===== config.mk =====
export PLATFORM = sky130hd
export DESIGN_NAME = sust_cell
export DESIGN_NICKNAME = d
export VERILOG_FILES = /design/src/sust_pkg.sv /design/src/sust_cell.sv
export SDC_FILE = /design/constraint.sdc
export NUM_CORES = 1
export LEC_CHECK = 0
export BUFFER_PORTS_ARGS = -buffer_cell sky130_fd_sc_hd__buf_2
export CORE_MARGIN = 2
export CORE_UTILIZATION = 48
export CTS_BUF_LIST = sky130_fd_sc_hd__clkbuf_16
export CTS_CLUSTER_SIZE = 40
export DETAILED_ROUTE_END_ITERATION = 16
export HOLD_SLACK_MARGIN = 0.1
export PLACE_DENSITY = 0.95
export SLEW_MARGIN = 20
export SYNTH_ARGS = -nofsm -noshare
export SYNTH_HDL_FRONTEND = slang
export SYNTH_SLANG_ARGS = --single-unit

===== constraint.sdc =====
create_clock -name clk_i -period 5 [get_ports clk_i]
set_input_delay 0.5 -clock clk_i [delete_from_list [all_inputs] [get_ports clk_i]]
set_output_delay 0.5 -clock clk_i [all_outputs]
set_load 0.02 [all_outputs]

===== src/sust_pkg.sv =====
// Shared types and constants for the sorted unique set table.
// Used by sust_cell and sorted_unique_set_table; depends on nothing.
`default_nettype none

package sust_pkg;

  localparam int unsigned VALUE_W      = 32;
  localparam int unsigned ACTION_W     = 2;
  localparam int unsigned STATUS_W     = 2;
  localparam int unsigned COUNT_OUT_W  = 9;
  localparam int unsigned CAPACITY_DEF = 256;
  // eq flags are OR-reduced in registered groups of this size
  localparam int unsigned GROUP_SIZE   = 16;

  localparam logic [ACTION_W-1:0] ACT_SEARCH = 2'd0;
  localparam logic [ACTION_W-1:0] ACT_INSERT = 2'd1;
  localparam logic [ACTION_W-1:0] ACT_DELETE = 2'd2;

  localparam logic [STATUS_W-1:0] ST_DONE   = 2'd0;
  localparam logic [STATUS_W-1:0] ST_DUP    = 2'd1;
  localparam logic [STATUS_W-1:0] ST_ABSENT = 2'd2;
  localparam logic [STATUS_W-1:0] ST_FULL   = 2'd3;

  // command broadcast to every cell of the chain
  typedef struct packed {
    logic                      cmp_en;
    logic                      ins_en;
    logic                      del_en;
    logic signed [VALUE_W-1:0] value;
  } cell_cmd_t;

endpackage

`default_nettype wire


===== src/sust_cell.sv =====
// One slot of the sorted chain: holds a value, compares it with the broadcast
// key, and shifts from its left or right neighbor on insert or delete.
// Depends on sust_pkg.
`default_nettype none

module sust_cell #(
  parameter int unsigned INDEX = 0,
  parameter int unsigned CNT_W = 9
) (
  input  logic                                 clk_i,
  input  sust_pkg::cell_cmd_t                  cmd_i,
  input  logic [CNT_W-1:0]                     count_i,
  input  logic                                 prev_lt_i,
  input  logic signed [sust_pkg::VALUE_W-1:0]  prev_val_i,
  input  logic signed [sust_pkg::VALUE_W-1:0]  next_val_i,
  output logic signed [sust_pkg::VALUE_W-1:0]  val_o,
  output logic                                 lt_o,
  output logic                                 eq_o
);

  logic signed [sust_pkg::VALUE_W-1:0] val_q;
  logic                                lt_q;
  logic                                eq_q;
  logic                                occupied;

  assign occupied = count_i > CNT_W'(INDEX);

  always_ff @(posedge clk_i) begin
    if (cmd_i.cmp_en) begin
      lt_q <= occupied && (val_q < cmd_i.value);
      eq_q <= occupied && (val_q == cmd_i.value);
    end
    // lt flags form a prefix; the first cell not below the key is the split point
    if (cmd_i.ins_en && !lt_q) begin
      val_q <= prev_lt_i ? cmd_i.value : prev_val_i;
    end else if (cmd_i.del_en && !lt_q) begin
      val_q <= next_val_i;
    end
  end

  assign val_o = val_q;
  assign lt_o  = lt_q;
  assign eq_o  = eq_q;

endmodule

`default_nettype wire

==> results.yml <==
sta:
  rsz0062_at_grt: "no"
  timing.hold.ws_ns: 0.460
  layout_worst_path_cycle_share_pct: 39.2
  layout_min_cycle_time_ns: 1.96
  finalSetupViolations: 0
  fmax_ghz: 0.510
  relSlewSlack_pct: 33.4
  finalSetupTns_ns: 0
  worstMarginPinSlew_ns: 0.999
  hold_viol: 0
  clock_skew_ns: 0.00430
  drv_slew: 0
yosys:
  synth_top_area_share_pct: 40.5
  synth_top_family_by_area: "adder cells"
  synth_xor_area_share_pct: 0
  synthMuxAreaShare_pct: 13.1
  ys_ff_latch: 34
  synthCells: 263
  synth.largest_area_cell: "edfxtp_1"
  async_flop_share_pct: 0
  yosys.area_share.adder_pct: 15.9
  synth_cell_types: 30
  synth_compound_area_share_pct: 12.6
  yosys_most_used_dff: "edfxtp_1"
  ys_warn_count: 0
  syn_area_mm2: 0.00252
  seq_area_frac_synth_pct: 40.5
  synthSimpleGateAreaFrac_pct: 11.4
  synth_area_leaders: "edfxtp_1, ha_1, mux2i_1, o21ai_0, nand2_1"
  syn_avg_cell_area_um2: 9.60
  synth_edf_count: 34
  syn-num-nets: 405
finish:
  final_common_cell: "buf_2"
  num_antenna_cells: 0
  fin_nets: 544
  layout-drive-gt1-share_pct: 38.1
  final_util_pct: 67.5
  mostFrequentLayoutCells: "buf_2, nand2_1, o21ai_0"
  area_growth_pct: 35.8
floorplanning:
  fp-row-count: 26
  placeableCoreArea_mm2: 0.00507
  io_pins: 144
  fp.dieH_um: 76.5
  die-area_mm2: 0.00585
  start_util_pct: 49.7
  die_w_um: 76.5
power_and_ir_drop:
  ir_worst_vdd_v: 0.000179
  pwr-share-clk_pct: 28.9
  netSwitchingPower_mw: 0.321
  swShare_pct: 32.1
  seqPwrFrac_pct: 39.4
  power_density_mw_per_mm2: 291
  p_comb_share_pct: 31.7
  power_mw: 0.999
  power_leakage_nw: 1.83
  p_int_mw: 0.678
cts:
  ctsHtreeMaxLevel: 2
  clk_pin_slew_ns: 0.05
  root_buffer: "clkbuf_16"
  cts_buffers: 5
  cts-hold-fix-buffers: 0
  post_cts_buffers: 0
  cts_buffer_depth: 2
  cts_resized: 0
  insertion_delay_ns: 0.27
  cts.sinks: 34
  cts_tree: "done"
detailed_routing:
  firstDrtPassIters: 4
  wirelength_um: 6850
  drc: 0
  initialDrtViolationCount: 124
  via_per_inst: 5.15
  wl_per_cell_um: 14.5
  ant_nets: 0
  vias: 2432
critical_path:
  crit_path_end_kind: "register"
  worstPathMaxFanout: 3
  rrSetupSlack_ns: 3.04
  start_kind: "register"
  worst_ep_arrival_time_ns: 1.97
  criticalPathCategory: "reg2reg"
  crit_required_ns: 5.01
run_status:
  outcome: "finished clean"
global_route:
  grtUsageTotal_pct: 23.1
  grt_remaining_overflow: 0
  grt_pass1_wl_um: 11100
  antenna_found_initial: 0
  grt_pass1_vias: 2517
  grt_max_degree: 65
run:
  maxCapViolCount: 0
place:
  port_buffers: 143
  place_hpwl_um: 5520
  gp_congestion: 0.879
hold_path:
  hold_class: "in2reg"
## cell usage after synthesis, types with 2 or more instances
cell and instances:
ha_1 32, nand2_1 40, nand2b_1 2, nor4_1 2, buf_2 3, a21oi_1 11, clkbuf_1 8, inv_1 32
nor2_1 6, o21ai_0 36, and4_1 3, edfxtp_1 34, nand4_1 5, mux2i_1 33
## critical path: stages (launching register included)
cell and delay (ns):
edfxtp_1 0.40, ha_1 0.33, and4_1 0.25, nand2_1 0.06, nor4_1 0.34, o32ai_1 0.18, mux2i_1 0.15
## per-layer routing
metal | up-vias | wire length, µm | GRT usage, %
li1 | 1224 | - | -
met1 | 1112 | 2800 | 27.2
met2 | 86 | 3600 | 42.8
met3 | 10 | 338 | 4.15
met4 | 0 | 111 | 6.55
met5 | - | 0 | 0
## metrics by stage
| stage | area (µm²) | setup WS, ns | std cells |
|---|---|---|---|
| 6_report | 3430 | 3.04 | 472 |
| 3_3_place_gp | 3290 | 2.81 | 465 |
| 5_1_grt | 3430 | 2.91 | 472 |
| 4_1_cts | 3430 | 3.04 | 472 |
| 3_5_place_dp | 3290 | 2.82 | 465 |
| 2_1_floorplan | 2520 | 2.68 | 263 |
## power groups by stage
stage	Sequential, mW	Combinational [mW]	Clock (mW)
finish	0.393	0.316	0.289
global route	0.398	0.352	0.306
CTS	0.393	0.318	0.292
detailed placement	0.399	0.317	0
global placement	0.395	0.302	0
floorplan	0.443	0.143	0
## state kept, by name, indices dropped and copies added, names as in the netlist
name	flops
val_o	32
eq_o	1
lt_o	1
## path summary, 6_finish.rpt
| path | start | cells past startpoint | to |
|---|---|---|---|
| hold reg to reg | lt_o$_DFFE_PP_ | 1 | val_o[2]$_DFFE_PP_ |
| setup / recovery | val_o[27]$_DFFE_PP_ | 6 | lt_o$_DFFE_PP_ |
| hold / removal | cmd_i[34] | 1 | eq_o$_DFFE_PP_ |
| setup reg to reg | val_o[27]$_DFFE_PP_ | 6 | lt_o$_DFFE_PP_ |
## cell type report
class,instances,area (µm²)
Timing Repair Buffer,143,716
Multi-Input combinational cell,186,1350
Sequential cell,34,1020
Clock inverter,2,10.0
Fill cell,407,1650
Tap cell,70,87.6
Inverter,32,120
Clock buffer,5,125
## kinds of logic (layout without fill, tap and decap cells)
kind of cell    Yosys count  in the layout
compound gates           58             58
fa+ha+maj                32             32
buf+inv                  43            182
flops                    34             34
mux                      33             33
simple gates             63             63
No activity file was read; power rests on OpenSTA's default activity.
